$ cat config.mk
export PLATFORM = sky130hd
export DESIGN_NAME = key_debounce_release_dispatch_flat
export DESIGN_NICKNAME = d
export VERILOG_FILES = /design/src/kdrd_pkg.sv /design/src/kdrd_in_if.sv /design/src/kdrd_out_if.sv /design/src/kdrd_cfg_if.sv /design/src/kdrd_cfg_regs.sv /design/src/kdrd_core.sv /design/src/key_debounce_release_dispatch.sv /design/src/flat_wrapper.sv
export SDC_FILE = /design/constraint.sdc
export NUM_CORES = 1
export LEC_CHECK = 0
export BUFFER_PORTS_ARGS = -buffer_cell sky130_fd_sc_hd__buf_2
export CORE_MARGIN = 2
export CORE_UTILIZATION = 35
export DETAILED_ROUTE_END_ITERATION = 6
export GPL_TIMING_DRIVEN = 0
export PLACE_DENSITY = 0.51
export RECOVER_POWER = 25
export SLEW_MARGIN = 40
export SYNTH_ARGS = -nofsm -noshare
export SYNTH_HDL_FRONTEND = slang
export SYNTH_SLANG_ARGS = --single-unit
$ cat constraint.sdc
create_clock -name clk -period 3.4 [get_ports clk]
set_input_delay 0.68 -clock clk [delete_from_list [all_inputs] [get_ports clk]]
set_output_delay 0.68 -clock clk [all_outputs]
set_load 0.02 [all_outputs]
$ cat src/kdrd_pkg.sv
// Shared types and constants for the key debounce and release dispatch block.
// No dependencies; every other file in src depends on this package.
package kdrd_pkg;

	localparam int NumKeys = 4;
	localparam int KeyW    = 3;
	localparam int CntW    = 8;
	localparam int RegIdxW = 2;
	localparam int CfgDataW = 8;

	localparam logic [CntW-1:0]    TickDividerRst   = 8'd10;
	localparam logic [CntW-1:0]    PollThresholdRst = 8'd20;
	localparam logic [NumKeys-1:0] ActiveLevelsRst  = 4'd0;
	localparam logic [KeyW-1:0]    KeyNone          = 3'd0;
	localparam logic [KeyW-1:0]    KeyMax           = 3'd4;

	typedef enum logic [RegIdxW-1:0] {
		RegTickDivider   = 2'd0,
		RegPollThreshold = 2'd1,
		RegActiveLevels  = 2'd2
	} kdrd_reg_t;

	typedef struct packed {
		logic [CntW-1:0]    tick_divider;
		logic [CntW-1:0]    poll_threshold;
		logic [NumKeys-1:0] active_levels;
	} kdrd_cfg_t;

endpackage

$ cat src/kdrd_in_if.sv
// Request channel carrying one tick of raw key pin levels.
// Depends on kdrd_pkg for the key count.
interface kdrd_in_if;
	logic                          valid;
	logic                          ready;
	logic [kdrd_pkg::NumKeys-1:0]  pin_levels;

	modport source (output valid, output pin_levels, input ready);
	modport sink   (input valid, input pin_levels, output ready);
endinterface

$ cat src/kdrd_out_if.sv
// Result channel carrying the reported key number for one tick.
// Depends on kdrd_pkg for the key number width.
interface kdrd_out_if;
	logic                       valid;
	logic                       ready;
	logic [kdrd_pkg::KeyW-1:0]  key_id;

	modport source (output valid, output key_id, input ready);
	modport sink   (input valid, input key_id, output ready);
endinterface

$ cat src/kdrd_cfg_if.sv
// Configuration write channel: register index and write data.
// Depends on kdrd_pkg for index and data widths.
interface kdrd_cfg_if;
	logic                           valid;
	logic                           ready;
	logic [kdrd_pkg::RegIdxW-1:0]   index;
	logic [kdrd_pkg::CfgDataW-1:0]  data;

	modport source (output valid, output index, output data, input ready);
	modport sink   (input valid, input index, input data, output ready);
endinterface

$ cat src/kdrd_cfg_regs.sv
// Configuration registers: tick divider, poll threshold, active levels.
// Depends on kdrd_pkg and kdrd_cfg_if.
module kdrd_cfg_regs (
	input  logic                clk,
	input  logic                arst_n,
	kdrd_cfg_if.sink            cfg,
	output kdrd_pkg::kdrd_cfg_t cfg_regs
);
	import kdrd_pkg::*;

	kdrd_cfg_t regs_q;

	assign cfg.ready = 1'b1;
	assign cfg_regs  = regs_q;

	always_ff @(posedge clk or negedge arst_n) begin
		if (!arst_n) begin
			regs_q.tick_divider   <= TickDividerRst;
			regs_q.poll_threshold <= PollThresholdRst;
			regs_q.active_levels  <= ActiveLevelsRst;
		end else if (cfg.valid && cfg.ready) begin
			case (kdrd_reg_t'(cfg.index))
				RegTickDivider:   regs_q.tick_divider   <= cfg.data;
				RegPollThreshold: regs_q.poll_threshold <= cfg.data;
				RegActiveLevels:  regs_q.active_levels  <= cfg.data[NumKeys-1:0];
				default: ;
			endcase
		end
	end

endmodule

$ cat src/kdrd_core.sv
// Debounce state, prescaler and poll counter; computes the key to report.
// Depends on kdrd_pkg.
module kdrd_core (
	input  logic                          clk,
	input  logic                          arst_n,
	input  kdrd_pkg::kdrd_cfg_t           cfg_regs,
	input  logic                          step,
	input  logic [kdrd_pkg::NumKeys-1:0]  pins,
	output logic [kdrd_pkg::KeyW-1:0]     key_next
);
	import kdrd_pkg::*;

	logic [CntW-1:0]    tick_q, scan_q;
	logic [NumKeys-1:0] seen_q, confirmed_q, pending_q;

	logic [CntW-1:0]    tick_inc, tick_d, scan_d;
	logic [NumKeys-1:0] act, seen_d, confirmed_d, pending_d, pending_scan, clr_mask;
	logic               scan, fire;
	logic [KeyW-1:0]    first_key;

	always_comb begin
		tick_inc    = tick_q + 1'b1;
		scan        = (tick_inc >= cfg_regs.tick_divider);
		act         = ~(pins ^ cfg_regs.active_levels);
		fire        = scan && (scan_q > cfg_regs.poll_threshold);

		pending_scan = pending_q | (confirmed_q & ~act);
		first_key    = KeyNone;
		clr_mask     = '0;
		for (int k = NumKeys - 1; k >= 0; k--) begin
			if (pending_scan[k]) begin
				first_key = KeyW'(k + 1);
				clr_mask  = NumKeys'(1) << k;
			end
		end

		tick_d      = scan ? '0 : tick_inc;
		seen_d      = scan ? act : seen_q;
		confirmed_d = scan ? ((confirmed_q | (seen_q & act)) & act) : confirmed_q;
		pending_d   = !scan ? pending_q : (fire ? (pending_scan & ~clr_mask) : pending_scan);
		scan_d      = !scan ? scan_q : (fire ? '0 : scan_q + 1'b1);
		key_next    = fire ? first_key : KeyNone;
	end

	always_ff @(posedge clk or negedge arst_n) begin
		if (!arst_n) begin
			tick_q      <= '0;
			scan_q      <= '0;
			seen_q      <= '0;
			confirmed_q <= '0;
			pending_q   <= '0;
		end else if (step) begin
			tick_q      <= tick_d;
			scan_q      <= scan_d;
			seen_q      <= seen_d;
			confirmed_q <= confirmed_d;
			pending_q   <= pending_d;
		end
	end

	a_confirmed_seen: assert property (@(posedge clk) disable iff (!arst_n)
		(confirmed_q & ~seen_q) == '0)
		else $error("confirmed press without active sample");

	a_reported_cleared: assert property (@(posedge clk) disable iff (!arst_n)
		step && key_next != KeyNone |=> (pending_q & $past(clr_mask)) == '0)
		else $error("reported key still pending");

	a_idle_no_key: assert property (@(posedge clk) disable iff (!arst_n)
		!scan |-> key_next == KeyNone)
		else $error("key reported on a tick without a scan");

endmodule

$ cat src/key_debounce_release_dispatch.sv
// Top level of the key debounce and release dispatch block.
// Depends on kdrd_pkg, kdrd_in_if, kdrd_out_if, kdrd_cfg_if, kdrd_cfg_regs, kdrd_core.
//
// Usage:
//   key_in  : one request per tick, pin_levels holds the four raw key pins.
//   key_out : one request per tick, key_id is 0 or the released key (1 to 4).
//   cfg     : register writes (0 tick_divider, 1 poll_threshold, 2 active_levels),
//             always ready; write only while no tick is in flight.
// Path: an accepted tick passes through the input register, then the result
//   register.
// Throughput: one tick per cycle while key_out is taken; the debounce update,
//   prescaler, poll counter and priority pick settle between input and result registers.
// Reset: arst_n clears the counters, debounce flags and the valid bits of both
//   registers; the configuration returns to divider 10, threshold 20, active levels 0.
// Stall: while key_out is not taken the result register holds, the input
//   register keeps its tick, and key_in drops ready once that register is full.
module key_debounce_release_dispatch (
	input  logic      clk,
	input  logic      arst_n,
	kdrd_in_if.sink   key_in,
	kdrd_out_if.source key_out,
	kdrd_cfg_if.sink  cfg
);
	import kdrd_pkg::*;

	kdrd_cfg_t          cfg_regs;
	logic               valid_s1;
	logic [NumKeys-1:0] pins_s1;
	logic               out_valid_q;
	logic [KeyW-1:0]    key_q;
	logic [KeyW-1:0]    key_next;
	logic               advance;

	assign advance      = valid_s1 && (!out_valid_q || key_out.ready);
	assign key_in.ready = !valid_s1 || advance;
	assign key_out.valid  = out_valid_q;
	assign key_out.key_id = key_q;

	kdrd_cfg_regs u_cfg_regs (
		.clk      (clk),
		.arst_n   (arst_n),
		.cfg      (cfg),
		.cfg_regs (cfg_regs)
	);

	kdrd_core u_core (
		.clk      (clk),
		.arst_n   (arst_n),
		.cfg_regs (cfg_regs),
		.step     (advance),
		.pins     (pins_s1),
		.key_next (key_next)
	);

	always_ff @(posedge clk or negedge arst_n) begin
		if (!arst_n) begin
			valid_s1 <= 1'b0;
		end else if (key_in.ready) begin
			valid_s1 <= key_in.valid;
		end
	end

	always_ff @(posedge clk) begin
		if (key_in.valid && key_in.ready) begin
			pins_s1 <= key_in.pin_levels;
		end
	end

	always_ff @(posedge clk or negedge arst_n) begin
		if (!arst_n) begin
			out_valid_q <= 1'b0;
		end else if (!out_valid_q || key_out.ready) begin
			out_valid_q <= valid_s1;
		end
	end

	always_ff @(posedge clk) begin
		if (advance) begin
			key_q <= key_next;
		end
	end

	a_s1_hold: assert property (@(posedge clk) disable iff (!arst_n)
		valid_s1 && out_valid_q && !key_out.ready |=> valid_s1 && $stable(pins_s1))
		else $error("input register lost a tick under stall");

	a_key_range: assert property (@(posedge clk) disable iff (!arst_n)
		out_valid_q |-> key_q <= KeyMax)
		else $error("key number out of range");

	a_advance_fills_out: assert property (@(posedge clk) disable iff (!arst_n)
		advance |=> out_valid_q)
		else $error("result register empty after advance");

endmodule
$ cat src/flat_wrapper.sv
// flat-port wrapper written by rule: the top's interface ports become plain ports
module key_debounce_release_dispatch_flat import kdrd_pkg::*;
  (clk, arst_n, key_in_valid, key_in_pin_levels, key_in_ready, key_out_valid, key_out_key_id, key_out_ready, cfg_valid, cfg_index, cfg_data, cfg_ready);
  kdrd_in_if key_in_i ();
  kdrd_out_if key_out_i ();
  kdrd_cfg_if cfg_i ();
  input  logic clk;
  input  logic arst_n;
  input wire logic [$bits(key_in_i.valid)-1:0] key_in_valid;
  input wire logic [$bits(key_in_i.pin_levels)-1:0] key_in_pin_levels;
  output wire logic [$bits(key_in_i.ready)-1:0] key_in_ready;
  output wire logic [$bits(key_out_i.valid)-1:0] key_out_valid;
  output wire logic [$bits(key_out_i.key_id)-1:0] key_out_key_id;
  input wire logic [$bits(key_out_i.ready)-1:0] key_out_ready;
  input wire logic [$bits(cfg_i.valid)-1:0] cfg_valid;
  input wire logic [$bits(cfg_i.index)-1:0] cfg_index;
  input wire logic [$bits(cfg_i.data)-1:0] cfg_data;
  output wire logic [$bits(cfg_i.ready)-1:0] cfg_ready;
  assign key_in_i.valid = key_in_valid;
  assign key_in_i.pin_levels = key_in_pin_levels;
  assign key_in_ready = key_in_i.ready;
  assign key_out_valid = key_out_i.valid;
  assign key_out_key_id = key_out_i.key_id;
  assign key_out_i.ready = key_out_ready;
  assign cfg_i.valid = cfg_valid;
  assign cfg_i.index = cfg_index;
  assign cfg_i.data = cfg_data;
  assign cfg_ready = cfg_i.ready;
  key_debounce_release_dispatch u_core (.clk(clk), .arst_n(arst_n), .key_in(key_in_i), .key_out(key_out_i), .cfg(cfg_i));
endmodule
Yosys cells after proc, flatten, opt, wreduce, memory -nomap -nowiden

Cells that the tools add are included.

Register bits: 57
Output and inout bits: 6
Logic and storage cells: 56

Add/subtract/negate cells: 2
Magnitude comparators: 2
Equal/unequal tests: 2
Multiplexer cells: 11
Bitwise gates (word level): 11
Reductions and logical operators: 14

Operators with widths:

| operator                                             | number |
|---|---|
| two-way mux 4 bit                                    | 5 |
| adder 8 x 1 -> 8 bit (second input constant)         | 2 |
| bitwise AND 4 bit                                    | 4 |
| two-way mux 8 bit                                    | 2 |
| inverter 4 bit                                       | 3 |
| greater-or-equal comparator 8 bit                    | 1 |
| > comparator 8 bit                                   | 1 |
| bitwise OR 4 bit                                     | 2 |
| AND reduction 2 bit                                  | 4 |
| two-way mux 2 bit                                    | 2 |
| OR reduction 4 bit                                   | 1 |
| XOR 4 bit                                            | 1 |
| logical AND 1 bit                                    | 3 |
| two-way mux 3 bit                                    | 1 |
| equality test 2 x 1 -> 1 bit (second input constant) | 1 |
| equality test 2 bit (second input constant)          | 1 |
| logical NOT 1 bit                                    | 2 |
| logical NOT 2 bit                                    | 1 |
| logical OR 1 bit                                     | 2 |
| OR reduction 2 bit                                   | 1 |
| two-way mux 1 bit                                    | 1 |
| inverter 1 bit                                       | 1 |

Longest topological paths before layout

Gate-level depths: netlist (run 1).

Depth after elaboration: 12
Gate-level depth with buffers: 12

By module

Synthesis (run 1) repeated with hierarchy kept, for this count alone.

Cells, all modules: 268
Area, all modules: 2,930.3 um^2

Modules (own cells, without submodules):

| module                        | instances | cells an instance | area an instance (um^2) |
|---|---|---|---|
| kdrd_core                     | 1         | 208               | 1,836.8 |
| kdrd_cfg_regs                 | 1         | 45                | 779.5 |
| key_debounce_release_dispatch | 1         | 15                | 314.1 |

Least setup slack after synthesis (run 1)

Ideal clock, no wire load.

Path kind: flip-flop to flip-flop
From: reg u_core.u_core.tick_q[0]
To: reg u_core.u_core.scan_q[2]
Arrival: 2.332 ns
Data required time: 3.274 ns
Path slack: 0.942 ns
Cell stages (with the launch flop): 13
Path through: dfrtp_1 -> ha_1 -> nand3_1 -> nor2_1 -> xor2_1 -> ha_1 -> nand2_1 -> o21ai_4 -> and2_1 -> buf_4 -> nor2_2 -> buf_6 -> a221o_1

Cells in the longest elaborated chain, start to end: 4
Elaborated cells between the ends (all ways): 5

Ends and longest elaborated chain:

| element                             | RTL line        | text |
|---|---|---|
| from (decl)                         | kdrd_core.sv:13 | `logic [CntW-1:0] tick_q, scan_q;` |
| from (signal assigned)              | kdrd_core.sv:53 | `tick_q <= tick_d;` |
| adder 8 x 1 -> 8 bit *              | kdrd_core.sv:22 | `tick_inc = tick_q + 1'b1;` |
| greater-or-equal comparator 8 bit * | kdrd_core.sv:23 | `scan = (tick_inc >= cfg_regs.tick_divider);` |
| logical AND 1 bit                   | kdrd_core.sv:25 | `fire = scan && (scan_q > cfg_regs.poll_threshold);` |
| two-way mux 8 bit                   | kdrd_core.sv:41 | `scan_d = !scan ? scan_q : (fire ? '0 : scan_q + 1'b1);` |
| to (signal assigned)                | kdrd_core.sv:54 | `scan_q <= scan_d;` |
| to (decl)                           | kdrd_core.sv:13 |  |

Mark *: on every way between the ends. The rest lies on a longest branch, timed or not.
A chain may end at the register's enable or synchronous reset.

Final worst setup path (run 1)

From: reg u_core.u_core.tick_q[0]
To: reg u_core.u_core.scan_q[7]

Same word-level chain as after synthesis.

==> qor.yml, run 1 <==
routing:
  drc_errors: 0
  ant_nets: 0
  drtPass1Iterations: 4
  vias: 2157
  drt-total-wl_mm: 6.71
  wl_per_cell_um: 15.5
  drtIter0Drc: 112
  via_per_inst: 4.98
synthesis:
  ys.flop_type: "dfrtp_1"
  synth_seq_area_share: 0.481
  synth_warnings: 0
  syn-cell-area_um2: 3050
  synthArstFlopShare: 0.877
  synth_edf_count: 7
  syn_nets: 323
  synth_seq_cells: 57
  syn_area_per_cell_um2: 10.7
  ys_types: 56
  netlist_instances: 286
cells_and_area:
  syn_to_final_growth_pct: 13.4
  regArea_um2: 1470
  multi_input_area_um2: 1440
  drive_gt1_frac: 0.234
  num_antenna_cells: 0
  final_cell_mix: "dfrtp_1 (46), nand2_1 (27), buf_2 (23)"
  nFillCells: 869
  fin_cells: 433
  layout_commonest_cell: "dfrtp_1"
  nNetsFinal: 357
clock_tree:
  cts_resized: 0
  cts_made_buffers: 9
  clockBufferDepth: 2
  post_cts_buffers: 0
  clkTransAtPathRegs_ns: 0.07
  cts.sinks: 57
  ctsRootBufferMaster: "clkbuf_8"
  cts_htree_levels: 3
  clk_latency_ns: 0.34
  cts_hold_buffers: 0
  cts_tree: "built"
worst_setup_path:
  worstSetupPathType: "flip-flop to flip-flop"
  cp-end-kind: "flip-flop"
  path_max_fanout: 10
  critPathLaunchType: "flip-flop"
  endpoint: "u_core.u_core.scan_q[7]"
  reg2reg_to: "u_core.u_core.scan_q[7]"
  reg2reg_depth: 10
  worstReg2RegStart: "u_core.u_core.tick_q[0]"
  reg2reg_slack_ns: 0.61
  cp-startpoint: "u_core.u_core.tick_q[0]"
  arrival_ns: 3.02
  cp_data_required_time_ns: 3.63
floorplanning:
  die_y_um: 97.4
  start_util: 0.355
  dieArea_um2: 9480
  core_um2: 8590
  io_pins: 25
  die_w_um: 97.4
  num_rows: 34
timing:
  worstMarginPinSlew_ns: 1.29
  tns_ns: 0
  final_hold_viol_count: 0
  rsz0062_at_grt: "no"
  fin_skew_ns: 0.0117
  drv_slew: 0
  fmax_mhz: 359
  setup_viol: 0
  period_needed_ns: 2.79
  slew_headroom: 0.141
  fin_crit_sh: 0.820
pwr:
  p_comb_frac: 0.374
  p_per_area_nw_per_um2: 731
  p_leak_nw: 1.57
  switching_power_w: 0.000959
  pwr-share-seq: 0.409
  p_int_w: 0.00157
  clkPwrFrac: 0.217
  ir_drop_uv: 244
  sw_frac_of_total: 0.379
grt:
  grt_pass1_vias: 2192
  overflow: 0
  grtUsageTotal: 0.158
  antenna_found_initial: 0
  grt_max_degree: 51
  grt_pass1_wl_mm: 11.6
run_status:
  outcome: "finished clean"
place:
  numPlacedInstances: 417
  io_buffers: 23
  gp_congestion: 0.786
  hpwl_mm: 4.79
flow_run:
  cap_violations: 0
min_path:
  holdCritPathClass: "flip-flop to flip-flop"
## synthesized netlist by cell type, types with 2 or more instances
| cell | count | share of area |
|---|---|---|
| o22a_1 | 2 | 0.0057 |
| nand3b_1 | 4 | 0.0098 |
| or2_2 | 2 | 0.0041 |
| a21o_1 | 4 | 0.0098 |
| nand2_1 | 27 | 0.033 |
| inv_1 | 22 | 0.027 |
| nor2_1 | 9 | 0.011 |
| xnor2_1 | 3 | 0.0086 |
| nor3b_1 | 3 | 0.0074 |
| a21oi_2 | 2 | 0.0057 |
| buf_2 | 3 | 0.0049 |
| buf_4 | 4 | 0.0098 |
| o21ai_2 | 2 | 0.0057 |
| nor4_1 | 2 | 0.0041 |
| a211o_1 | 2 | 0.0057 |
| and3_1 | 7 | 0.014 |
| dfrtp_1 | 46 | 0.38 |
| nand3_1 | 11 | 0.018 |
| and2_1 | 5 | 0.010 |
| nand2b_1 | 5 | 0.010 |
| xor2_1 | 7 | 0.020 |
| o21ai_0 | 20 | 0.033 |
| o31ai_1 | 2 | 0.0049 |
| a21oi_1 | 11 | 0.018 |
| a22oi_1 | 4 | 0.0098 |
| edfxtp_1 | 7 | 0.069 |
| mux2_2 | 13 | 0.048 |
| a221o_1 | 7 | 0.023 |
| nand4_1 | 2 | 0.0041 |
| dfstp_2 | 4 | 0.034 |
| ha_1 | 18 | 0.074 |
| nor3_1 | 2 | 0.0033 |
## area by class of cell
cell class,count,area share
Buffer,9,0.0174
Tap cell,108,0.0390
Timing Repair Buffer,23,0.0325
Multi-Input combinational cell,198,0.417
Inverter,22,0.0239
Sequential cell,57,0.424
Clock buffer,9,0.0358
Clock inverter,7,0.0108
## metrics by stage
stage	total power, W	util	hold slack (ns)	setup WS (ns)	area [um^2]
2_1_floorplan	0.00176	-	0.384	0.942	3050
3_3_place_gp	0.00198	0.384	0.462	0.590	3300
3_5_place_dp	0.00201	0.385	0.487	0.587	3300
5_1_grt	0.00275	0.403	0.497	0.328	3460
4_1_cts	0.00257	0.403	0.392	0.566	3470
6_report	0.00253	0.403	0.497	0.612	3460
## power groups by stage
stage / Clock, W / Sequential [W] / Combinational (W)
global placement: 0 / 0.00104 / 0.000940
detailed placement: 0 / 0.00105 / 0.000963
global route: 0.000593 / 0.00107 / 0.00109
finish: 0.000549 / 0.00103 / 0.000947
CTS: 0.000568 / 0.00103 / 0.000965
floorplan: 0 / 0.00101 / 0.000753
## worst min-delay path by stage
stage	start	endpoint	slack, ns	cells after the start
6_report	u_core.valid_s1	u_core.key_out.valid	0.50	1
2_1_floorplan	arst_n	u_core.key_out.valid	0.38	0
4_1_cts	arst_n	u_core.u_core.tick_q[2]	0.39	1
3_3_place_gp	u_core.u_core.pending_q[0]	u_core.u_core.pending_q[0]	0.46	1
5_1_grt	key_in_pin_levels[1]	u_core.pins_s1[1]	0.50	1
3_5_place_dp	u_core.u_core.seen_q[3]	u_core.u_core.seen_q[3]	0.49	2
## critical path, stage by stage (launching register included)
cell and delay (ns):
dfrtp_1 0.44, ha_1 0.26, nand3_1 0.14, nor2_1 0.15
xor2_1 0.24, ha_1 0.18, nand4_1 0.20, a211oi_4 0.49
nor2_2 0.08, buf_6 0.16, a221o_1 0.35
## sequential cells by signal (all words and copies together), names as in the netlist
register                    flops
u_core.u_cfg_regs.cfg_regs     20
u_core.u_core.scan_q            8
u_core.u_core.tick_q            8
u_core.pins_s1                  4
u_core.u_core.confirmed_q       4
u_core.u_core.pending_q         4
u_core.u_core.seen_q            4
u_core.key_out.key_id           3
u_core.key_out.valid            1
u_core.valid_s1                 1
## routing by layer
metal / part of all wire / global-route usage
met5: 0 / 0
met4: 0.014 / 0.0513
met3: 0.037 / 0.0424
met2: 0.47 / 0.246
met1: 0.47 / 0.215
## logic make-up (layout without fill, tap and decap cells)
group / count (synthesis) / after routing / share of synthesized area
mux: 14 / 14 / 0.0513
fa+ha+maj: 18 / 18 / 0.0738
compound gates: 68 / 68 / 0.169
other cells: 1 / 1 / 0.00123
xor+xnor: 10 / 10 / 0.0287
buf+inv: 31 / 70 / 0.0467
simple gates: 87 / 87 / 0.148
flops: 57 / 57 / 0.481
No activity file was read; power rests on OpenSTA's default activity.
==> run 2: changes to the inputs <==
clock period = 2.7 ns   (was 3.4 ns; I/O delays follow)
==> run 2 against run 1 <==
Against the previous run:
- cell count grew 1.6%
- critical path depth up 1
- clock skew barely moved
- sequential power up 27%
- register-to-register slack got worse by 0.47 ns
- global-route usage rose by 0.076 points
- setup slack lost 0.47 ns
- maximum frequency increased by 9.0%
- largest cell class is now multi-input gates
- count of clock-buffer cells in the layout is the same
- flip-flop and latch count unchanged
- sequential share of layout area fell by 1.1 points
==> qor.yml, run 2 (same netlist as run 1, synthesis figures left out) <==
run_status:
  outcome: "finished clean"
place:
  pre_cts_ws_ns: -0.113
  hpwl_mm: 4.79
  io_buffers: 23
  gp_congestion: 0.786
  numPlacedInstances: 417
grt:
  overflow: 0
  grt_pass1_wl_mm: 11.6
  grt_max_degree: 51
  grt_pass1_vias: 2214
  grtUsageTotal: 0.159
  antenna_found_initial: 0
clock_tree:
  cts_made_buffers: 9
  cts_tree: "built"
  cts.sinks: 57
  clkTransAtPathRegs_ns: 0.07
  clk_latency_ns: 0.34
  clockBufferDepth: 2
  cts_hold_buffers: 0
  ctsRootBufferMaster: "clkbuf_8"
  cts_htree_levels: 3
timing:
  period_needed_ns: 2.56
  final_hold_viol_count: 0
  worstMarginPinSlew_ns: 1.30
  fin_crit_sh: 0.948
  setup_slack_ns: 0.142
  slew_headroom: 0.131
  fmax_mhz: 391
  tns_ns: 0
  setup_viol: 0
  drv_slew: 0
  fin_skew_ns: 0.0115
  hold_slack_ns: 0.377
  rsz0062_at_grt: "no"
floorplanning:
  start_util: 0.355
  core_um2: 8590
  die_y_um: 97.4
  io_pins: 25
  num_rows: 34
  die_w_um: 97.4
  dieArea_um2: 9480
cells_and_area:
  drive_gt1_frac: 0.271
  num_antenna_cells: 0
  layout_commonest_cell: "dfrtp_1"
  nNetsFinal: 364
  final_cell_mix: "dfrtp_1 (44), nand2_1 (27), inv_1 (22), buf_2 (22), o21ai_0 (20)"
  fin_util: 0.415
  syn_to_final_growth_pct: 16.7
  largest_reg_flops: 20
  fin_cells: 440
worst_setup_path:
  worstSetupPathType: "flip-flop to flip-flop"
  reg2reg_slack_ns: 0.14
  path_max_fanout: 10
  arrival_ns: 2.78
  critPathLaunchType: "flip-flop"
  cp_data_required_time_ns: 2.92
  cp-end-kind: "flip-flop"
routing:
  drtPass1Iterations: 5
  drt-total-wl_mm: 6.83
  wl_per_cell_um: 15.5
  vias: 2201
  via_per_inst: 5.00
  ant_nets: 0
  drtIter0Drc: 101
  drc_errors: 0
flow_run:
  cap_violations: 0
pwr:
  ir_drop_uv: 371
  p_per_area_nw_per_um2: 916
  p_leak_nw: 1.60
min_path:
  holdCritPathClass: "input pin to flip-flop"
==> run 2: stage by stage <==
step / power [W] / instance area [um^2]
finish: 0.00326 / 3560
global route: 0.00354 / 3560
CTS: 0.00327 / 3500
detailed placement: 0.00253 / 3300
global placement: 0.00250 / 3300
floorplan: 0.00222 / 3050
==> run 2: area by class of cell <==
type	count	area, um^2
multi-input combinational	198	1490
clock buffer	9	124
timing repair buffer	30	165
tap	108	135
sequential	57	1470
fill	863	5030
clock inverter	7	37.5
inverter	22	82.6
buffer	9	62.6
==> run 2: timing repair <==
action | in CTS | in global routing
endpoints found under the setup margin | 18 | 27
buffers inserted | 3 | 4
pin swaps | 2 | 4
endpoints found under the hold margin | 0 | 0
resized for setup | 2 | 9
==> run 2: worst paths after layout <==
check                                   startpoint                      end  depth (start not counted)
min in group asynchronous                   arst_n  u_core.u_core.scan_q[6]                          1
max in group asynchronous                   arst_n  u_core.u_core.tick_q[0]                          1
hold reg to reg                    u_core.valid_s1     u_core.key_out.valid                          1
setup reg to reg           u_core.u_core.tick_q[1]  u_core.u_core.scan_q[3]                         11
setup / recovery           u_core.u_core.tick_q[1]  u_core.u_core.scan_q[3]                         11
hold / removal                key_in_pin_levels[1]        u_core.pins_s1[1]                          1
==> run 2: worst max-delay path, stage by stage (launching register included) <==
cell and delay, ns:
dfrtp_2 0.44, and3_1 0.20, nand3_2 0.13, nor2_4 0.05, xor2_2 0.18, ha_1 0.33
nand4_1 0.09, buf_4 0.17, a211o_1 0.34, buf_4 0.21, a32oi_1 0.22, o31ai_2 0.09
==> run 2: layer usage <==
| metal | global-route usage | routed length, um | up-vias |
|---|---|---|---|
| met5 | 0 | 0 | - |
| met4 | 0.0534 | 71 | 0 |
| met3 | 0.0432 | 214 | 7 |
| met2 | 0.247 | 3240 | 34 |
| met1 | 0.215 | 3310 | 1057 |
| li1 | - | - | 1103 |
==> run 2: where the power goes <==
group          switching (W)  leakage [nW]  total (W)  internal (W)
clock network       0.000369        0.0799   0.000690      0.000321
registers           0.000199         0.657    0.00131       0.00111
logic               0.000669         0.866    0.00126      0.000592
total                0.00124          1.60    0.00326       0.00203
==> run 3: changes to the inputs <==
CORE_MARGIN = 3   (was 2)
==> run 3 against run 2 <==
Against the previous run:
- sequential share of layout area shrank 1.7 points
- worst hold slack lost 0.0013 ns
- global-route usage shrank 0.24 points
- combinational power is essentially flat
- count of clock-buffer cells in the layout grew 3
- flip-flop and latch count is the same
- first-iteration DRC count shrank 20%
- register-to-register slack is essentially flat
- die area grew 4.2%
- routed wire length grew 3.3%
- critical path depth grew 1
- non-clock buffer count grew 3
- critical path type unchanged
- highest routed layer unchanged
==> qor.yml, run 3 (same netlist as run 1, synthesis figures left out) <==
cells_and_area:
  syn_to_final_growth_pct: 21.5
  largest_reg_flops: 20
  final_cell_mix: "dfrtp_1 (45), nand2_1 (27), buf_2 (23)"
  fin_util: 0.445
  nFillCells: 810
  drive_gt1_frac: 0.287
  nNetsFinal: 367
  regArea_um2: 1470
  multi_input_area_um2: 1510
  num_antenna_cells: 0
  layout_commonest_cell: "dfrtp_1"
timing:
  fin_skew_ns: 0.00775
  hold_slack_ns: 0.375
  tns_ns: 0
  final_hold_viol_count: 0
  fin_crit_sh: 0.944
  period_needed_ns: 2.55
  setup_viol: 0
  slew_headroom: 0.133
  fmax_mhz: 392
  drv_slew: 0
  worstMarginPinSlew_ns: 1.30
floorplanning:
  core_um2: 8340
  num_rows: 33
  start_util: 0.366
  die_y_um: 99.4
  io_pins: 25
  die_w_um: 99.4
  dieArea_um2: 9880
place:
  gp_congestion: 0.769
  hpwl_mm: 4.85
  io_buffers: 23
grt:
  antenna_found_initial: 0
  overflow: 0
  grt_pass1_wl_mm: 11.9
  grt_max_degree: 51
  grt_pass1_vias: 2325
  grtUsageTotal: 0.156
min_path:
  holdCritPathClass: "input pin to flip-flop"
clock_tree:
  cts_hold_buffers: 0
  clockBufferDepth: 2
  cts.sinks: 57
  clkTransAtPathRegs_ns: 0.07
  clk_latency_ns: 0.34
  cts_htree_levels: 3
  cts_tree: "built"
  ctsRootBufferMaster: "clkbuf_8"
  cts_made_buffers: 9
pwr:
  p_leak_nw: 1.67
  p_per_area_nw_per_um2: 981
  ir_drop_uv: 388
  finalPower_w: 0.00364
routing:
  drtPass1Iterations: 4
  ant_nets: 0
  wl_per_cell_um: 16.0
  via_per_inst: 5.07
  drc_errors: 0
  vias: 2232
  drt-total-wl_mm: 7.06
  drtIter0Drc: 81
worst_setup_path:
  worstSetupPathType: "flip-flop to flip-flop"
  cp_data_required_time_ns: 2.92
  cp-end-kind: "flip-flop"
  arrival_ns: 2.77
  critPathLaunchType: "flip-flop"
  path_max_fanout: 10
flow_run:
  cap_violations: 0
run_status:
  outcome: "finished clean"
## run 3: cell types whose count changed in the layout (fill, tap and decap cells not counted), moves of 2 or more
cell / change
clkinv_2: -3
bufinv_16: +3
clkinv_1: -2
clkbuf_8: +3
## run 3: worst paths after layout
| check | start | endpoint | slack (ns) | cells after the start |
|---|---|---|---|---|
| worst max register to register | u_core.u_core.tick_q[0] | u_core.u_core.scan_q[6] | 0.15 | 12 |
| min in group asynchronous | arst_n | u_core.u_core.scan_q[6] | 0.48 | 1 |
| max in group asynchronous | arst_n | u_core.u_core.tick_q[0] | 1.34 | 1 |
| worst min register to register | u_core.u_core.pending_q[0] | u_core.u_core.pending_q[0] | 0.49 | 1 |
| worst min-delay path | key_in_pin_levels[1] | u_core.pins_s1[1] | 0.38 | 1 |
| worst max-delay path | u_core.u_core.tick_q[0] | u_core.u_core.scan_q[6] | 0.15 | 12 |
## run 3: final cells by class
type / count / area share
multi-input combinational: 198 / 0.408
sequential: 57 / 0.396
timing repair buffer: 33 / 0.0506
clock buffer: 12 / 0.0445
tap: 105 / 0.0354
clock inverter: 4 / 0.0263
inverter: 22 / 0.0223
buffer: 9 / 0.0172
## run 3: critical path: stages, from the launching register on
cell	delay [ns]
dfrtp_2	0.45
ha_4	0.19
nand3_1	0.13
nor2_2	0.05
xor2_1	0.18
ha_1	0.30
nand2_1	0.08
o21ai_4	0.19
and2_1	0.17
buf_6	0.13
nor2_2	0.05
buf_6	0.15
a221o_1	0.34
## run 3: repair_timing
action,in CTS,in global routing
resized for setup,4,9
pin swaps,4,6
setup endpoints to repair,17,24
buffers inserted,6,4
## run 3: routing by layer
layer,vias to the layer above,track usage,part of all wire
li1,1104,-,-
met1,1085,0.196,0.46
met2,35,0.256,0.49
met3,8,0.0491,0.036
met4,0,0.0515,0.014
met5,-,0,0
## run 3: where the power goes
group          internal, W  leakage (nW)  switching, W  total (W)
combinational     0.000595         0.883      0.000682    0.00128
sequential         0.00111         0.658      0.000203    0.00132
clock             0.000689         0.129      0.000358    0.00105
## run 3: metrics by stage
stage / cells / cell area [um^2] / setup slack (ns)
2_1_floorplan: 286 / 3050 / 0.242
3_3_place_gp: 414 / 3300 / -0.122
3_5_place_dp: 414 / 3300 / -0.139
4_1_cts: 436 / 3620 / 0.00963
5_1_grt: 440 / 3710 / -0.000277
6_report: 440 / 3710 / 0.152
